$ cat src/hw/rtl/tsp_pkg.sv
// ----------------------------------------------------------------------------
// tsp_pkg: shared types and constants of the tilt stabilizer
// Arctangent table, divider request/status types, register codes, saturation.
// ----------------------------------------------------------------------------
package tsp_pkg;

	localparam int CalSamplesDef = 200;
	localparam int AngleFracDef  = 16;
	localparam int CordicSteps   = 24;
	localparam int DivW          = 64;
	localparam int DenW          = 17;

	localparam logic [DenW-1:0] DenGyro  = 17'd131000;
	localparam logic [DenW-1:0] DenMilli = 17'd1000;

	// atan(2^-i) in degrees, 24 fraction bits
	localparam logic [31:0] ATAN_TAB [CordicSteps] = '{
		32'd754974720, 32'd445687602, 32'd235489088, 32'd119537938, 32'd60000934,
		32'd30029717, 32'd15018523, 32'd7509720, 32'd3754917, 32'd1877466,
		32'd938734, 32'd469367, 32'd234684, 32'd117342, 32'd58671, 32'd29335,
		32'd14668, 32'd7334, 32'd3667, 32'd1833, 32'd917, 32'd458, 32'd229, 32'd115
	};

	// configuration register codes
	localparam logic [2:0] RegGainProp   = 3'd0;
	localparam logic [2:0] RegGainInteg  = 3'd1;
	localparam logic [2:0] RegGainDeriv  = 3'd2;
	localparam logic [2:0] RegBlend      = 3'd3;
	localparam logic [2:0] RegServoLow   = 3'd4;
	localparam logic [2:0] RegServoHigh  = 3'd5;

	localparam logic [15:0] GainPropRst  = 16'd768;
	localparam logic [15:0] GainIntegRst = 16'd128;
	localparam logic [15:0] GainDerivRst = 16'd26;
	localparam logic [15:0] BlendRst     = 16'd62915;
	localparam logic [7:0]  ServoLowRst  = 8'd30;
	localparam logic [7:0]  ServoHighRst = 8'd120;

	typedef struct packed {
		logic                   start;
		logic signed [DivW-1:0] num;
		logic [DenW-1:0]        den;
	} div_req_t;

	typedef struct packed {
		logic busy;
		logic done;
	} unit_stat_t;

	function automatic logic signed [31:0] sat32(input logic signed [65:0] v);
		if (v > 66'sd2147483647) return 32'sh7FFFFFFF;
		if (v < -66'sd2147483648) return 32'sh80000000;
		return v[31:0];
	endfunction

endpackage

$ cat src/hw/rtl/tsp_div.sv
// ----------------------------------------------------------------------------
// tsp_div: iterative rounding divider
// Signed numerator by unsigned divisor, rounded half away from zero, one
// quotient bit per cycle.
// ----------------------------------------------------------------------------
module tsp_div (
	input  logic                         clk,
	input  logic                         arst_n,
	input  tsp_pkg::div_req_t            req,
	output tsp_pkg::unit_stat_t          stat,
	output logic signed [tsp_pkg::DivW-1:0] quot
);
	import tsp_pkg::*;

	localparam int CntW = $clog2(DivW);

	logic            busy_q, done_q, neg_q;
	logic [DivW-1:0] dvd_q;
	logic [DenW-1:0] den_q;
	logic [DenW-1:0] rem_q;
	logic [CntW-1:0] cnt_q;
	logic [DenW:0]   trial;
	logic            fits;
	logic [DivW-1:0] mag;

	always_comb begin
		trial = {rem_q, dvd_q[DivW-1]};
		fits  = trial >= {1'b0, den_q};
		mag   = req.num[DivW-1] ? DivW'(-req.num) : DivW'(req.num);
	end

	always_ff @(posedge clk or negedge arst_n) begin
		if (!arst_n) begin
			busy_q <= 1'b0;
			done_q <= 1'b0;
			cnt_q  <= '0;
		end else begin
			done_q <= busy_q && !req.start && (cnt_q == '0);
			if (req.start) begin
				busy_q <= 1'b1;
				cnt_q  <= '1;
			end else if (busy_q) begin
				cnt_q <= cnt_q - 1'b1;
				if (cnt_q == '0) busy_q <= 1'b0;
			end
		end
	end

	// dividend register turns into the quotient as bits shift out
	always_ff @(posedge clk) begin
		if (req.start) begin
			neg_q <= req.num[DivW-1];
			dvd_q <= mag + DivW'(req.den >> 1);
			den_q <= req.den;
			rem_q <= '0;
		end else if (busy_q) begin
			rem_q <= fits ? DenW'(trial - {1'b0, den_q}) : DenW'(trial);
			dvd_q <= {dvd_q[DivW-2:0], fits};
		end
	end

	assign quot      = neg_q ? -signed'(dvd_q) : signed'(dvd_q);
	assign stat.busy = busy_q;
	assign stat.done = done_q;

endmodule

$ cat config.mk
export PLATFORM = sky130hd
export DESIGN_NAME = tsp_div
export DESIGN_NICKNAME = d
export VERILOG_FILES = /design/src/hw/rtl/tsp_pkg.sv /design/src/hw/rtl/tsp_div.sv
export SDC_FILE = /design/constraint.sdc
export NUM_CORES = 1
export LEC_CHECK = 0
export CAP_MARGIN = 15
export CORE_MARGIN = 5
export CORE_UTILIZATION = 50
export CTS_CLUSTER_DIAMETER = 100
export DETAILED_ROUTE_END_ITERATION = 10
export DONT_BUFFER_PORTS = 1
export GPL_ROUTABILITY_DRIVEN = 0
export GPL_TIMING_DRIVEN = 0
export PLACE_DENSITY_LB_ADDON = 0.08
export SLEW_MARGIN = 10
export SYNTH_ARGS = -nofsm -noshare
export SYNTH_HDL_FRONTEND = slang
export SYNTH_SLANG_ARGS = --single-unit
$ cat constraint.sdc
create_clock -name clk -period 7.65 [get_ports clk]
set_input_delay 1.53 -clock clk [delete_from_list [all_inputs] [get_ports clk]]
set_output_delay 1.53 -clock clk [all_outputs]
set_load 0.01 [all_outputs]
# Word level (Yosys, flattened, before mapping)
# Cells that the tools add are included.
word_totals:
  inputBits: 84
  reg_bits: 107
op_classes:
  n_addsub: 5
  reduce_logical: 5
  n_mux: 10
  order_cmp: 1
op_table:
  columns: ["op", "count"]
  rows:
  - ["two-way mux 64 bit", 4]
  - ["negation 64 bit", 2]
  - ["adder 64 x 16 -> 64 bit", 1]
  - [">= comparator 18 x 17 -> 1 bit", 1]
  - ["two-way mux 17 bit", 1]
  - ["subtractor 17 bit", 1]
  - ["two-way mux 6 bit", 2]
  - ["zero test 6 bit", 1]
  - ["subtractor 6 x 1 -> 6 bit (second input constant)", 1]
  - ["two-way mux 1 bit", 3]
  - ["logical AND 1 bit", 2]
  - ["nonzero test 2 bit", 1]
  - ["zero test 1 bit", 1]

# Logic depth before layout (Yosys ltp)
depth:
  word_depth: 4
  ltp_mapped: 19
  ltp_nobuf: 16

# Worst setup path after synthesis
# Ideal clock, no wire load.
synth_timing:
  path_type: "input -> register"
  from: "in req[80] (netlist name)"
  to: "reg dvd_q[54] (data pin)"
  path_slack_ns: 1.299
  arrival_time_ns: 6.193
  stages: 19
  required_time_ns: 7.492
  setup_ns: 0.158
  path_cell_list: "clkbuf_1 clkbuf_1 clkbuf_1 clkbuf_1 clkbuf_1 clkbuf_1 o31ai_1 xnor2_1 ha_1 o21ai_0 o21ai_0 nand2_1 a311oi_1 a31oi_1 nand4b_1 or4_1 clkbuf_1 or4_1 o211ai_1"
synth_between:
  elab_chain_cells: 3
synth_rtl:
  columns: ["element", "line_no", "text"]
  rows:
  - ["start, declared", "tsp_div.sv:9", "input tsp_pkg::div_req_t req,"]
  - ["two-way mux 64 bit", "tsp_div.sv:29", "mag = req.num[DivW-1] ? DivW'(-req.num) : DivW'(req.num);"]
  - ["adder 64 x 16 -> 64 bit", "tsp_div.sv:53", "dvd_q <= mag + DivW'(req.den >> 1);"]
  - ["two-way mux 64 bit", "tsp_div.sv:51", "if (req.start) begin"]
  - ["end signal, assigned", "tsp_div.sv:53", null]
  - ["end signal, assigned", "tsp_div.sv:58", "dvd_q <= {dvd_q[DivW-2:0], fits};"]
  - ["end, declared", "tsp_div.sv:18", "logic [DivW-1:0] dvd_q;"]
# Every way passes these cells.
# A chain may end at the register's enable or synchronous reset.

# Worst setup path in the final report
# Ends and elaborated chain as after synthesis.

==> impl.org <==
** Status
- The flow ran to the end, and the final reports show no timing, DRC or antenna violations.

** Global routing
- The first global-routing pass estimated 52570 um of wire.
- GR Util All Layers :: 0.2747
- For this run the aggregate overflow at the end of global routing stands at 0.
- Antenna violations before repair :: 0
- Number of global-route vias before repair :: approximately 9200
- Entering global routing, the biggest net connects 65 pins.

** Critical path
- Worst path slowest cell :: sky130_fd_sc_hd__or4_1
- STA classifies the critical path endpoint as a flop.
- STA puts the critical path data required time at 7840 ps.
- Crit path largest cell delay :: 580 ps
- For the worst setup path, the data arrival time is 7320 ps.
- Of all nets on the critical path, the largest fanout is 19.
- Path type of the worst setup path :: input pin to flop
- The worst setup path is launched from an input pin.
- Cell breakdown of the critical path :: clkbuf_1 > clkbuf_2 > clkbuf_2 > clkbuf_1 > clkbuf_2 > nand2_1 > o21ai_0 > fa_1 > a211oi_1 > o21ai_0 > nand2_1 > a311oi_1 > a31oi_1 > nand4b_1 > buf_4 > or4_1 > clkbuf_1 > or4_1 > o211ai_1
- Reg-to-reg slack, setup :: 4040 ps

** Pwr
- The internal portion of the total power is 1234 uW.
- Proportion of power drawn by combinational gates :: 0.315
- The share of total power dissipated in the clock network is 0.265.
- Power spread over the standard cell area amounts to 170.1 mW/mm^2.
- Maximum vdd drop :: 0.1171 mV
- Sequential group share of total power :: 0.420
- Of the total power, the share spent switching nets is 0.3577.
- Sw Pwr :: 687.2 uW
- Cell leakage power :: 0.003863 uW

** Drt
- Number of DRC markers in iteration 0 :: 923
- Using the TritonRoute via totals, the vias-per-cell ratio works out to 6.546.
- For this block, the routed nets add up to 34310 um of wire.
- For this run, the detailed router's first-pass iteration total came to 5.
- Count of antenna-violating nets left after detailed routing :: 0
- The routed layout has 10130 vias.
- After detailed routing, the average wire length per cell comes to 22.17 um.
- For this run, design rule violations remaining after detail routing come to 0.

** Synthesis
- Yosys warning count :: 0
- The cell area that synthesis handed to floorplanning was 0.01059 mm^2.
- The number of nets in the synthesized netlist is 1378.
- Counting flops and latches in the post-synthesis netlist gives 107.
- The synthesized design contains 82 enable-type register cells.
- Of the synthesized area, sequential elements account for 0.2836.
- Synthesis handed over a netlist of 1255 instances.
- A synthesized cell averages 8.438 um^2.
- For this run, the leading register cell type out of synthesis is sky130_fd_sc_hd__edfxtp_1.
- The netlist uses about 80 different library cells.
- Fraction of synthesis flops using an asynchronous set or reset pin :: 0.07477

** Cells and area
- Post-layout nets :: between 1000 and 1500
- The area growth from synthesis to layout is 6.663%.
- Cell area after layout :: 0.01130 mm^2
- Of the cells placed in the final design, the portion with a size suffix greater than 1 is 0.06913.
- Excluding fillers, the count of instances in the completed layout stands at ~1500.
- 0 antenna diodes ended up in the layout.

** STA
- Of the available clock period, the critical path in the final layout requires 0.9316.
- Worst slack on hold paths :: 509.2 ps
- For the pin with the worst max-slew slack, the measured transition is 927.1 ps.
- Number of hold-slack violations in the final timing report :: 0
- The number of slew-limit violations in the final report is 0.
- Clock skew on the completed layout was measured at 13.80 ps.
- Setup repair after global routing missed its margin :: no
- Maximum clock frequency :: 0.1403 GHz
- The worst pin sits at a relative slew slack of 0.3768.
- Setup violations remaining at the end of the flow were counted as 0.
- The clock period could shrink to 7127 ps.

** CTS
- Number of clock sinks :: 107
- Clock H-tree levels :: 3
- Root cell of the clock tree :: sky130_fd_sc_hd__clkbuf_16
- Skew-Pair Late Insertion Delay :: 360 ps
- Clock transition time at the flip-flop clock pins of the worst setup and hold paths :: 80 ps
- TritonCTS built the clock tree.
- The clock passes through at most 2 buffers.
- TritonCTS created 9 clock buffers.

** Floorplanning
- The floorplan has 53 rows.
- In this run the horizontal extent of the chip is 155.5 um.
- The floorplan step defined a core boundary enclosing 0.02096 mm^2.
- # IOs :: 150
- The die covers 0.02419 mm^2.
- Die boundary height :: 155.5 um
- Initial standard-cell utilization of the core :: 0.5054

** Place
- Port buffering added 0 buffers.
- Once detailed placement completed, the half-perimeter wirelength came to 27060 um.
- Post-placement cell count :: 1531
- Instance area after placement :: 0.01095 mm^2

** Job
- The tool flagged a number of max-cap violations equal to 0.

** Hold path
- Hold Path Class :: flop to flop
[cell usage in the layout (no fill, tap or decap), types with 7 or more instances in the layout]
cell type,instances
sky130_fd_sc_hd__or2_2,9
sky130_fd_sc_hd__and4_1,10
sky130_fd_sc_hd__xnor2_1,135
sky130_fd_sc_hd__o21ai_0,76
sky130_fd_sc_hd__nor4_1,21
sky130_fd_sc_hd__xor2_1,33
sky130_fd_sc_hd__nor2_1,87
sky130_fd_sc_hd__nand2_1,110
sky130_fd_sc_hd__ha_1,37
sky130_fd_sc_hd__a21o_1,13
sky130_fd_sc_hd__a211oi_1,21
sky130_fd_sc_hd__o31ai_1,48
sky130_fd_sc_hd__nor4_2,7
sky130_fd_sc_hd__o41ai_1,22
sky130_fd_sc_hd__inv_1,46
sky130_fd_sc_hd__and3_1,9
sky130_fd_sc_hd__nor2b_1,8
sky130_fd_sc_hd__or4_1,23
sky130_fd_sc_hd__clkbuf_16,10
sky130_fd_sc_hd__nand3_1,35
sky130_fd_sc_hd__or3_1,32
sky130_fd_sc_hd__mux2_2,26
sky130_fd_sc_hd__buf_1,10
sky130_fd_sc_hd__nand2b_1,11
sky130_fd_sc_hd__a31oi_1,16
sky130_fd_sc_hd__clkbuf_1,47
sky130_fd_sc_hd__edfxtp_1,82
sky130_fd_sc_hd__nand4_1,19
sky130_fd_sc_hd__dfrtp_1,8
sky130_fd_sc_hd__a21oi_1,44
sky130_fd_sc_hd__dfxtp_1,17
sky130_fd_sc_hd__mux2i_1,15
sky130_fd_sc_hd__o211ai_1,8
sky130_fd_sc_hd__o311ai_0,7
sky130_fd_sc_hd__nor3_1,49
[state kept, by name, summed over array words and instances, names as in the netlist]
register and count:
busy_q 1, rem_q 17, dvd_q 64, done_q 1
cnt_q 6, neg_q 1, den_q 17
[metrics by stage]
step / worst slack [ps] / util / setup TNS [ps] / power [uW]
2_1_floorplan: 1299 / - / 0 / 1255
3_3_place_gp: -801.6 / 0.5218 / -13870 / 1405
3_5_place_dp: -845.8 / 0.5224 / -13920 / 1413
4_1_cts: 49.10 / 0.5380 / 0 / 1922
5_1_grt: 210.6 / 0.5390 / 0 / 2012
6_report: 523.1 / 0.5390 / 0 / 1921
[path summary, 6_finish.rpt]
path / from / end / cells past startpoint
max: req[80] / dvd_q[54] / 19
min: rem_q[13] / rem_q[13] / 2
max reg2reg: dvd_q[63] / rem_q[0] / 13
min reg2reg: rem_q[13] / rem_q[13] / 2
max in group asynchronous: arst_n / cnt_q[3] / 0
min in group asynchronous: arst_n / cnt_q[0] / 0
[kinds of logic after synthesis]
logic type / share of synthesized area
muxes: 0.04182
buffers and inverters: 0.04171
DFF: 0.2836
xor gates and xnor gates: 0.1389
and+or+nand+nor: 0.2382
AOI/OAI and AO/OA: 0.2083
adders and majority gates: 0.04750
[what timing repair did]
item,in CTS,in global routing
setup buffers,0,2
endpoints found under the setup margin,22,25
hold buffers,0,0
cloned,0,0
hold endpoints to repair,0,0
resized for setup,3,6
[per-layer routing]
layer  GRT usage  routed length, um  vias to the layer above  share of wire
met5           0                  0                        -              0
met4     0.09587               1274                        0          0.037
met3     0.03883               3116                       77          0.091
met2      0.4280              15200                      476           0.44
met1      0.3919              14720                     4780           0.43
li1            -                  -                     4800              -
[cell usage after synthesis, drive strengths merged, types with 15 or more instances]
library cell,n,area share
nor2,88,0.031
mux2i,15,0.014
or3,32,0.019
ha,37,0.044
o31ai,48,0.034
nand3,37,0.018
buf,15,0.0066
or4,25,0.018
a21oi,44,0.021
o21ai,77,0.036
a31oi,16,0.0095
inv,47,0.017
edfxtp,82,0.23
nor3,49,0.023
mux2,26,0.028
o41ai,23,0.020
nand2,110,0.039
a211oi,21,0.015
xnor2,135,0.11
xor2,33,0.027
dfxtp,17,0.032
nor4,30,0.024
clkbuf,52,0.018
nand4,20,0.012
[power by group through the flow]
stage	sequential [uW]	clock (uW)	combinational [uW]
after CTS	805	517	600
after global placement	814	0	590
after global routing	818	536	657
final	807	509	605
after floorplan	788	0	467
after detailed placement	817	0	596
[critical path, delay by kind of cell]
kind / cells / cell delay (ps)
compound gates: 6 / 1720
fa+ha+maj: 1 / 400
buf+inv: 7 / 2220
simple gates: 5 / 1430
[cell type report]
cell class	count	area (um^2)
timing repair buffer	3	25.02
inverter	47	178.9
buffer	66	266.5
fill	2052	9659
clock buffer	10	250.2
sequential	107	3003
clock inverter	6	67.56
multi-input combinational	1034	7161
tap	275	344.1
Power figures use the tool's default switching activity.
