==> src/hw/rtl/tsp_pkg.sv <==
// ----------------------------------------------------------------------------
// tsp_pkg: shared types and constants of the tilt stabilizer
// Arctangent table, divider request/status types, register codes, saturation.
// ----------------------------------------------------------------------------
package tsp_pkg;

	localparam int CalSamplesDef = 200;
	localparam int AngleFracDef  = 16;
	localparam int CordicSteps   = 24;
	localparam int DivW          = 64;
	localparam int DenW          = 17;

	localparam logic [DenW-1:0] DenGyro  = 17'd131000;
	localparam logic [DenW-1:0] DenMilli = 17'd1000;

	// atan(2^-i) in degrees, 24 fraction bits
	localparam logic [31:0] ATAN_TAB [CordicSteps] = '{
		32'd754974720, 32'd445687602, 32'd235489088, 32'd119537938, 32'd60000934,
		32'd30029717, 32'd15018523, 32'd7509720, 32'd3754917, 32'd1877466,
		32'd938734, 32'd469367, 32'd234684, 32'd117342, 32'd58671, 32'd29335,
		32'd14668, 32'd7334, 32'd3667, 32'd1833, 32'd917, 32'd458, 32'd229, 32'd115
	};

	// configuration register codes
	localparam logic [2:0] RegGainProp   = 3'd0;
	localparam logic [2:0] RegGainInteg  = 3'd1;
	localparam logic [2:0] RegGainDeriv  = 3'd2;
	localparam logic [2:0] RegBlend      = 3'd3;
	localparam logic [2:0] RegServoLow   = 3'd4;
	localparam logic [2:0] RegServoHigh  = 3'd5;

	localparam logic [15:0] GainPropRst  = 16'd768;
	localparam logic [15:0] GainIntegRst = 16'd128;
	localparam logic [15:0] GainDerivRst = 16'd26;
	localparam logic [15:0] BlendRst     = 16'd62915;
	localparam logic [7:0]  ServoLowRst  = 8'd30;
	localparam logic [7:0]  ServoHighRst = 8'd120;

	typedef struct packed {
		logic                   start;
		logic signed [DivW-1:0] num;
		logic [DenW-1:0]        den;
	} div_req_t;

	typedef struct packed {
		logic busy;
		logic done;
	} unit_stat_t;

	function automatic logic signed [31:0] sat32(input logic signed [65:0] v);
		if (v > 66'sd2147483647) return 32'sh7FFFFFFF;
		if (v < -66'sd2147483648) return 32'sh80000000;
		return v[31:0];
	endfunction

endpackage

==> src/hw/rtl/tsp_tilt.sv <==
// ----------------------------------------------------------------------------
// tsp_tilt: accelerometer tilt angle
// Bit-serial square root of the sum of squares, then a 24-step CORDIC
// arctangent, one step per cycle; a zero numerator skips the CORDIC.
// ----------------------------------------------------------------------------
module tsp_tilt #(
	parameter int ANGLE_FRAC_BITS = tsp_pkg::AngleFracDef
) (
	input  logic                clk,
	input  logic                arst_n,
	input  logic                start,
	input  logic [31:0]         sq,
	input  logic signed [16:0]  num,
	output tsp_pkg::unit_stat_t stat,
	output logic signed [31:0]  angle
);
	import tsp_pkg::*;

	localparam int RndSh  = CordicSteps - ANGLE_FRAC_BITS;
	localparam int RndPos = (RndSh > 0) ? RndSh - 1 : 0;
	localparam logic signed [32:0] RndAdd = (RndSh > 0) ? (33'sd1 <<< RndPos) : 33'sd0;

	typedef enum logic [2:0] {
		T_IDLE = 3'b001,
		T_ROOT = 3'b010,
		T_ROT  = 3'b100
	} tilt_st_t;

	tilt_st_t           st_q;
	logic [4:0]         cnt_q;
	logic               done_q;
	logic [63:0]        n_q, r_q, bit_q;
	logic signed [35:0] x_q, y_q;
	logic signed [31:0] z_q, angle_q;

	logic [63:0]        root_t, r_next;
	logic               root_ge, y_pos;
	logic signed [35:0] dx, dy;
	logic signed [31:0] z_next;
	logic signed [32:0] z_rnd;

	always_comb begin
		root_t  = r_q + bit_q;
		root_ge = n_q >= root_t;
		r_next  = root_ge ? (r_q >> 1) + bit_q : r_q >> 1;
		dx      = y_q >>> cnt_q;
		dy      = x_q >>> cnt_q;
		y_pos   = !y_q[35] && (y_q != '0);
		z_next  = y_pos ? z_q + signed'(ATAN_TAB[cnt_q]) : z_q - signed'(ATAN_TAB[cnt_q]);
		z_rnd   = (33'(z_next) + RndAdd) >>> RndSh;
	end

	always_ff @(posedge clk or negedge arst_n) begin
		if (!arst_n) begin
			st_q   <= T_IDLE;
			cnt_q  <= '0;
			done_q <= 1'b0;
		end else begin
			done_q <= ((st_q == T_ROOT) && (cnt_q == 5'd31) && (y_q == '0)) ||
				((st_q == T_ROT) && (cnt_q == 5'(CordicSteps - 1)));
			unique case (st_q)
				T_IDLE: begin
					cnt_q <= '0;
					if (start) st_q <= T_ROOT;
				end
				T_ROOT: begin
					cnt_q <= cnt_q + 1'b1;
					if (cnt_q == 5'd31) begin
						// zero numerator: angle is exactly zero
						st_q <= (y_q == '0) ? T_IDLE : T_ROT;
					end
				end
				T_ROT: begin
					cnt_q <= cnt_q + 1'b1;
					if (cnt_q == 5'(CordicSteps - 1)) st_q <= T_IDLE;
				end
				default: st_q <= T_IDLE;
			endcase
		end
	end

	always_ff @(posedge clk) begin
		unique case (st_q)
			T_IDLE: begin
				n_q   <= {sq, 32'h0};
				r_q   <= '0;
				bit_q <= 64'h4000_0000_0000_0000;
				y_q   <= 36'(signed'({num, 16'h0}));
				z_q   <= '0;
			end
			T_ROOT: begin
				if (root_ge) n_q <= n_q - root_t;
				r_q   <= r_next;
				bit_q <= bit_q >> 2;
				if (cnt_q == 5'd31) begin
					x_q <= signed'({3'b000, r_next[32:0]});
					if (y_q == '0) angle_q <= '0;
				end
			end
			T_ROT: begin
				x_q <= y_pos ? x_q + dx : x_q - dx;
				y_q <= y_pos ? y_q - dy : y_q + dy;
				z_q <= z_next;
				if (cnt_q == 5'(CordicSteps - 1)) angle_q <= z_rnd[31:0];
			end
			default: ;
		endcase
	end

	assign stat.busy = (st_q != T_IDLE);
	assign stat.done = done_q;
	assign angle     = angle_q;

endmodule

==> config.mk <==
export PLATFORM = sky130hd
export DESIGN_NAME = tsp_tilt
export DESIGN_NICKNAME = d
export VERILOG_FILES = /design/src/hw/rtl/tsp_pkg.sv /design/src/hw/rtl/tsp_tilt.sv
export SDC_FILE = /design/constraint.sdc
export NUM_CORES = 1
export LEC_CHECK = 0
export BUFFER_PORTS_ARGS = -buffer_cell sky130_fd_sc_hd__buf_2
export CORE_MARGIN = 3
export CORE_UTILIZATION = 45
export CTS_BUF_LIST = sky130_fd_sc_hd__clkbuf_4 sky130_fd_sc_hd__clkbuf_8
export CTS_CLUSTER_DIAMETER = 40
export DETAILED_ROUTE_END_ITERATION = 6
export GPL_ROUTABILITY_DRIVEN = 0
export PLACE_DENSITY_LB_ADDON = 0.12
export SYNTH_ARGS = -nofsm -noshare
export SYNTH_HDL_FRONTEND = slang
export SYNTH_SLANG_ARGS = --single-unit
==> constraint.sdc <==
create_clock -name clk -period 10.92 [get_ports clk]
set_input_delay 2.184 -clock clk [delete_from_list [all_inputs] [get_ports clk]]
set_output_delay 2.184 -clock clk [all_outputs]
set_load 0.05 [all_outputs]
After elaboration in Yosys (flattened, before gate mapping)
Memories as Yosys holds them, arrays and structs flattened.
Cells that the tools add are included.
- flip-flop bits (word level): 337
- bits in latches: 0
- RAM bits: 0
- bits in read-only memories: 1024
- input port bits: 52
- word-level logic and storage cells: 79
- memories: 1
- memory list (name ; depth ; width ; rd ports ; clocked after Yosys merged registers in ; wr ports ; line ; source):
    (name not given) ; 32 ; 32 ; 1 ; 0 ; 0 ; tsp_tilt.sv:49 ; z_next = y_pos ? z_q + signed'(ATAN_TAB[cnt_q]) : z_q - signed'(ATAN_TAB[cnt_q]);
- add/sub/neg operators: 11
- multiply operators: 0
- divide/modulo/power cells: 0
- $lt $le $gt $ge: 2
- equal/unequal tests: 11
- shifts and indexed selects: 2
- multiplexer cells: 24
- bitwise gates (word level): 1
- reduce and logical (&&, ||, !) cells: 17
- operators by type and width (operator ; number):
    $pmux W64 S2 ; 3
    $mux W32 ; 6
    $pmux W36 S2 ; 2
    $mux W64 ; 2
    $pmux W32 S2 ; 2
    $mux W36 ; 3
    $add A36 B36 Y36 ; 2
    $sshr A36 B5 Y36 ; 2
    $sub A36 B36 Y36 ; 2
    $add A63 B64 Y64 ; 1
    $add A64 B64 Y64 ; 1
    $ge A64 B64 Y1 ; 1
    $sub A64 B64 Y64 ; 1
    $logic_not A36 Y1 ; 1
    $reduce_bool A36 Y1 ; 1
    $add A32 B9 Y33 const B ; 1
    $add A32 B32 Y32 ; 1
    $sub A32 B32 Y32 ; 1
    $mux W3 ; 4
    $eq A5 B5 Y1 const B ; 2
    $pmux W5 S2 ; 1
    $pmux W3 S3 ; 1
    $reduce_bool A2 Y1 ; 4
    $ge A6 B6 Y1 const B ; 1
    15 further kinds ; 22

Logic depth before layout (Yosys ltp)
- depth after elaboration: 9
- gate-level depth with buffers: 31
- mapped depth without buffers: 24

Worst setup path after synthesis
No wires, ideal clock.
- path kind: reg-to-reg
- from: register r_q[2]
- to: register n_q[0], enable pin
- arrival time: 9.559 ns
- data required time: 10.345 ns
- setup slack: 0.787 ns
- cell stages (with the launch flop): 24
- buffers on the path: 3
- clock period less this slack: 10.133 ns
- cells stage by stage: edfxtp_1 -> ha_1 -> a31oi_1 -> o21ai_0 -> a21oi_1 -> or4_1 -> a21oi_1 -> or2_2 -> a211o_1 -> a211o_1 -> a31oi_1 -> xor2_1 -> ha_1 -> clkbuf_1 -> and3_1 -> clkbuf_1 -> nand4_1 -> o31ai_1 -> or3_1 -> a31oi_1 -> o21ai_1 -> nand2_1 -> clkbuf_1 -> o21ai_0
- longest elaborated chain between the ends: 4
- ends and longest elaborated chain (what ; line ; source):
    from (decl) ; tsp_tilt.sv:32 ; logic [63:0] n_q, r_q, bit_q;
    from (signal assigned) ; tsp_tilt.sv:93 ; r_q <= r_next;
    $add A64 B64 Y64 ; tsp_tilt.sv:43 ; root_t = r_q + bit_q;
    $ge A64 B64 Y1 ; tsp_tilt.sv:44 ; root_ge = n_q >= root_t;
    $ne A2 B2 Y1 (no line) ; n/a ;
    $reduce_and A2 Y1 (no line) ; n/a ;
    to (signal assigned) ; tsp_tilt.sv:85 ; n_q <= {sq, 32'h0};
    to (signal assigned) ; tsp_tilt.sv:92 ; if (root_ge) n_q <= n_q - root_t;
    to (decl) ; tsp_tilt.sv:32 ;
No other way between the ends.
A chain may end at the register's enable or synchronous reset.

Worst setup path in the final report
- from: register cnt_q[0]
- to: register angle_q[22] (netlist: angle[22]), data pin
- longest elaborated chain between the ends: 9
- elaborated cells between the ends (all ways): 10
- those cells by class: add/sub: 3; mux: 5; bitwise: 1; memory: 1
- ends and longest elaborated chain (what ; line ; source):
    from (decl) ; tsp_tilt.sv:30 ; logic [4:0] cnt_q;
    from (signal assigned) ; tsp_tilt.sv:67 ; cnt_q <= cnt_q + 1'b1;
    from (signal assigned) ; tsp_tilt.sv:74 ; cnt_q <= cnt_q + 1'b1;
    $not A5 Y6 (implied by the code) * ; tsp_tilt.sv:49 ;
    $mem_v2 Z32 W32 * ; n/a ;
    $mux W32 (implied by the code) * (2 in a row) ; tsp_tilt.sv:49 ;
    $sub A32 B32 Y32 / $add A32 B32 Y32 (equally long branches) ; tsp_tilt.sv:49 ;
    $mux W32 * ; tsp_tilt.sv:49 ;
    $add A32 B9 Y33 * ; tsp_tilt.sv:50 ; z_rnd = (33'(z_next) + RndAdd) >>> RndSh;
    $mux W32 * ; tsp_tilt.sv:104 ; if (cnt_q == 5'(CordicSteps - 1)) angle_q <= z_rnd[31:0];
    $pmux W32 S2 * ; tsp_tilt.sv:83 ; unique case (st_q)
    to (signal assigned) ; tsp_tilt.sv:104 ;
    to (decl) ; tsp_tilt.sv:34 ; logic signed [31:0] z_q, angle_q;
Every way passes the cells marked *; elsewhere a longest branch is shown, timed or not. The select of a mux whose other input is x is not followed.

==> impl_results.md <==
- Result of the run: finished, final reports clean
- Crit path time final: 8411 ps
- Critical Path Sink Type: register
- Worst max-slew margin expressed relative to the limit: 21.74%
- Post-cts hold buffer count: 0
- Capturing point of the worst reg2reg path: angle[22]
- Final net count: 4085
- Kind of cell adding the most delay to the critical path: simple AND/OR/NAND/NOR gates
- Number of nets in the synthesized netlist: 4091
- Number of iterations in the first detailed-routing pass: 6
- Async set or reset register ratio after synthesis: 3.020%
- Data arrival, critical path: 8820 ps
- Largest incremental delay on the critical path: 790 ps
- Number of cells traversed by the worst hold path: 1
- CP bufs+invs: 2
- Slew Viols, Final: 0
- Number of sinks driven by the clock tree: 298
- Antenna-violating nets left: 0
- Post-synth top area share: 26.28%
- Register-to-register setup slack: 2510 ps
- EDFF count, synth: 289
- Fraction of final layout cells sized beyond drive strength 1: 11.44%
- Die Footprint: 76670 sq um
- Buffers inserted during post-CTS setup optimization: 0
- Placement Cell Area: 34060 sq um
- Count of final setup violators: 0
- Width of the die: 276.9 um
- WL per Instance: 21.33 um
- Vias in the first global route: 28.01k
- H-tree depth reported by CTS: 3
- Gr ovfl total: 0
- DR vias: 29.72k
- Fraction of the cycle the final worst path needs: 77.03%
- Cell with the most instances after synthesis: sky130_fd_sc_hd__nor2_1
- Top cells by instance count after synthesis: sky130_fd_sc_hd__nor2_1 (396), sky130_fd_sc_hd__nand2_1 (351), sky130_fd_sc_hd__edfxtp_1 (289)
- Initial standard-cell utilization of the core: 45.80%
- Number of failing hold endpoints at the final stage: 0
- Clock tree from TritonCTS: done
- Cell accounting for the most synthesized area: sky130_fd_sc_hd__edfxtp_1
- Flops & latches, synth: 298
- Critical path's slowest cell: sky130_fd_sc_hd__dfrtp_4
- Area of the core: 72100 sq um
- Classification of the worst-slack hold path: register to register
- Clock transition at the registers of the reported paths: 60 ps
- Total negative slack: 0 ps
- Launching element type of the critical path: register
- Post-synthesis instance area: 33020 sq um
- Pin count of the biggest net entering global routing: 77
- Top cells by area in the synthesized netlist: sky130_fd_sc_hd__edfxtp_1 (26%), sky130_fd_sc_hd__ha_1 (9.4%), sky130_fd_sc_hd__mux4_2 (5.8%), sky130_fd_sc_hd__xnor2_1 (5.2%), sky130_fd_sc_hd__xor2_1 (4.6%)
- Syn Inst Count: 3788
- Max capacitance violation total: 0
- Number of buffers added on ports: 85
- Logic depth of the worst register-to-register path: 23
- Setup skew after layout: 30.00 ps
- Clock latency reported for the late side of the worst-skew pair: 680 ps
- Dominant register cell in the synthesized netlist: sky130_fd_sc_hd__edfxtp_1
- DRC: 0
- CP max FO: 43
- Post-route standard cell area excluding fillers: 35660 sq um
- Total routing usage reported by global routing: 25.64%
- Register area share after synthesis: 26.97%
- Total routed wirelength: 102200 um
- Synthesized area per cell: 8.717 sq um
- First-pass GRT wire length: 158900 um
- Data required time at the worst endpoint: 11330 ps
- Standard-cell row count: 98
- Final HPWL from detailed placement: 76380 um
- Beginning of the worst register-to-register path: cnt_q[0]
- Buffer depth of the longest clock path: 3
- Chain of cells forming the critical path: inv_2, ha_1, nand3b_1, o21ai_0, or3_1, or3b_2, inv_1, nand4b_1, or4b_1, nand2_1, xor2_1, ha_1, a21oi_1, o21ai_0, a21o_1, a211oi_1, o21bai_1, xnor2_1, or4_1, nor3_1, nor3b_2, and4_1, mux2_2
- Worst min-delay path endpoint: bit_q[2]
- Count of different cell masters after synthesis: 96
- Clock buffers created by TritonCTS: 74
- Clock Root Buffer: sky130_fd_sc_hd__clkbuf_8
- Start point of the worst min-delay path: bit_q[4]
- Achievable frequency: 118.9 MHz
- Area delta synth->final: 7.991%
- Resized cells post-CTS: 0
- Iteration-0 DRC count of the detailed router: 2644
- # IOs: 86
- Setup repair after global routing missed its margin: false
- Via-to-Cell Ratio: 6.203
- Initial antenna violation count: 3
- Slew at the pin with the worst max-slew slack: 1169 ps
- Ys Warns: 0
- Crit path kind: register to register
- Die extent in y: 276.9 um
-- cell families (layout without fill, tap and decap cells) --
kind of cell    count (synthesis)  after routing  synth area share (%)
simple gates                 1239           1239                 17.82
compound gates               1113           1113                 21.09
xor+xnor                      372            372                 9.867
flops                         298            298                 26.97
buf+inv                       290            341                 3.778
fa+ha+maj                     251            251                 9.601
mux                           225            225                 10.87
other cells                     0              2                     0
-- final cells by class --
class,instances,area (sq um)
Antenna cell,2,5.005
Clock buffer,90,1157
Clock inverter,43,440.4
Fill cell,6943,36440
Inverter,89,336.6
Multi-Input combinational cell,3200,22930
Sequential cell,298,8919
Tap cell,950,1189
Timing Repair Buffer,119,680.7
-- stage by stage --
stage / util (%) / worst slack, ps / hold WS, ps / instances
after floorplan: - / 786.7 / 558.2 / 3788
after global placement: 47.24 / 2695 / 579.6 / 4656
after detailed placement: 47.24 / 2569 / 583.0 / 4656
after CTS: 49.45 / 2536 / 587.0 / 4789
after global routing: 49.46 / 1867 / 603.2 / 4791
final: 49.46 / 2509 / 589.6 / 4791
-- layout by cell type, fill, tap and decap left out, types with 27 or more instances in the layout --
master | synthesis | final
sky130_fd_sc_hd__mux2_2 | 37 | 37
sky130_fd_sc_hd__and2_1 | 66 | 65
sky130_fd_sc_hd__nand3_1 | 77 | 77
sky130_fd_sc_hd__ha_1 | 247 | 247
sky130_fd_sc_hd__xor2_1 | 175 | 175
sky130_fd_sc_hd__o31ai_1 | 29 | 29
sky130_fd_sc_hd__nand2b_1 | 37 | 37
sky130_fd_sc_hd__xnor2_1 | 197 | 197
sky130_fd_sc_hd__nand4_1 | 54 | 54
sky130_fd_sc_hd__o21a_1 | 32 | 32
sky130_fd_sc_hd__a31oi_1 | 94 | 94
sky130_fd_sc_hd__o21ai_0 | 288 | 287
sky130_fd_sc_hd__mux2i_1 | 88 | 88
sky130_fd_sc_hd__edfxtp_1 | 289 | 289
sky130_fd_sc_hd__clkbuf_8 | 0 | 77
sky130_fd_sc_hd__a21oi_1 | 288 | 288
sky130_fd_sc_hd__o211ai_1 | 27 | 27
sky130_fd_sc_hd__nand2_1 | 351 | 348
sky130_fd_sc_hd__a21o_1 | 100 | 100
sky130_fd_sc_hd__a211oi_1 | 40 | 40
sky130_fd_sc_hd__and3_1 | 29 | 29
sky130_fd_sc_hd__nor2_1 | 396 | 393
sky130_fd_sc_hd__inv_1 | 86 | 84
sky130_fd_sc_hd__nor3_1 | 62 | 62
sky130_fd_sc_hd__buf_2 | 27 | 85
sky130_fd_sc_hd__mux4_2 | 85 | 85
sky130_fd_sc_hd__nor2b_1 | 38 | 37
sky130_fd_sc_hd__buf_4 | 19 | 34
sky130_fd_sc_hd__o21bai_1 | 42 | 42
-- how the worst max path moves through the flow --
stage | startpoint | end | slack [ps] | cells after the start
after floorplan | r_q[2] | n_q[0] | 790 | 23
after detailed placement | cnt_q[0] | angle[22] | 2570 | 23
after global routing | cnt_q[0] | angle[22] | 1870 | 23
after global placement | cnt_q[0] | angle[22] | 2700 | 23
final | cnt_q[0] | angle[22] | 2510 | 23
after CTS | cnt_q[0] | angle[22] | 2540 | 23
-- registers in the layout, summed over array words and instances (netlist names) --
register / count
cnt_q: 5
st_q: 3
n_q: 64
y_q: 36
angle: 25
done_q: 1
x_q: 36
z_q: 32
r_q: 64
bit_q: 32
-- layer usage --
layer | GRT usage [%] | part of all wire, %
met3 | 3.735 | 6.1
met1 | 33.59 | 43
met4 | 9.833 | 4.0
met5 | 0 | 0
met2 | 42.83 | 47
Power is not shown: default switching activity piles up to over one toggle a cycle in this logic, so the estimate is an artifact.
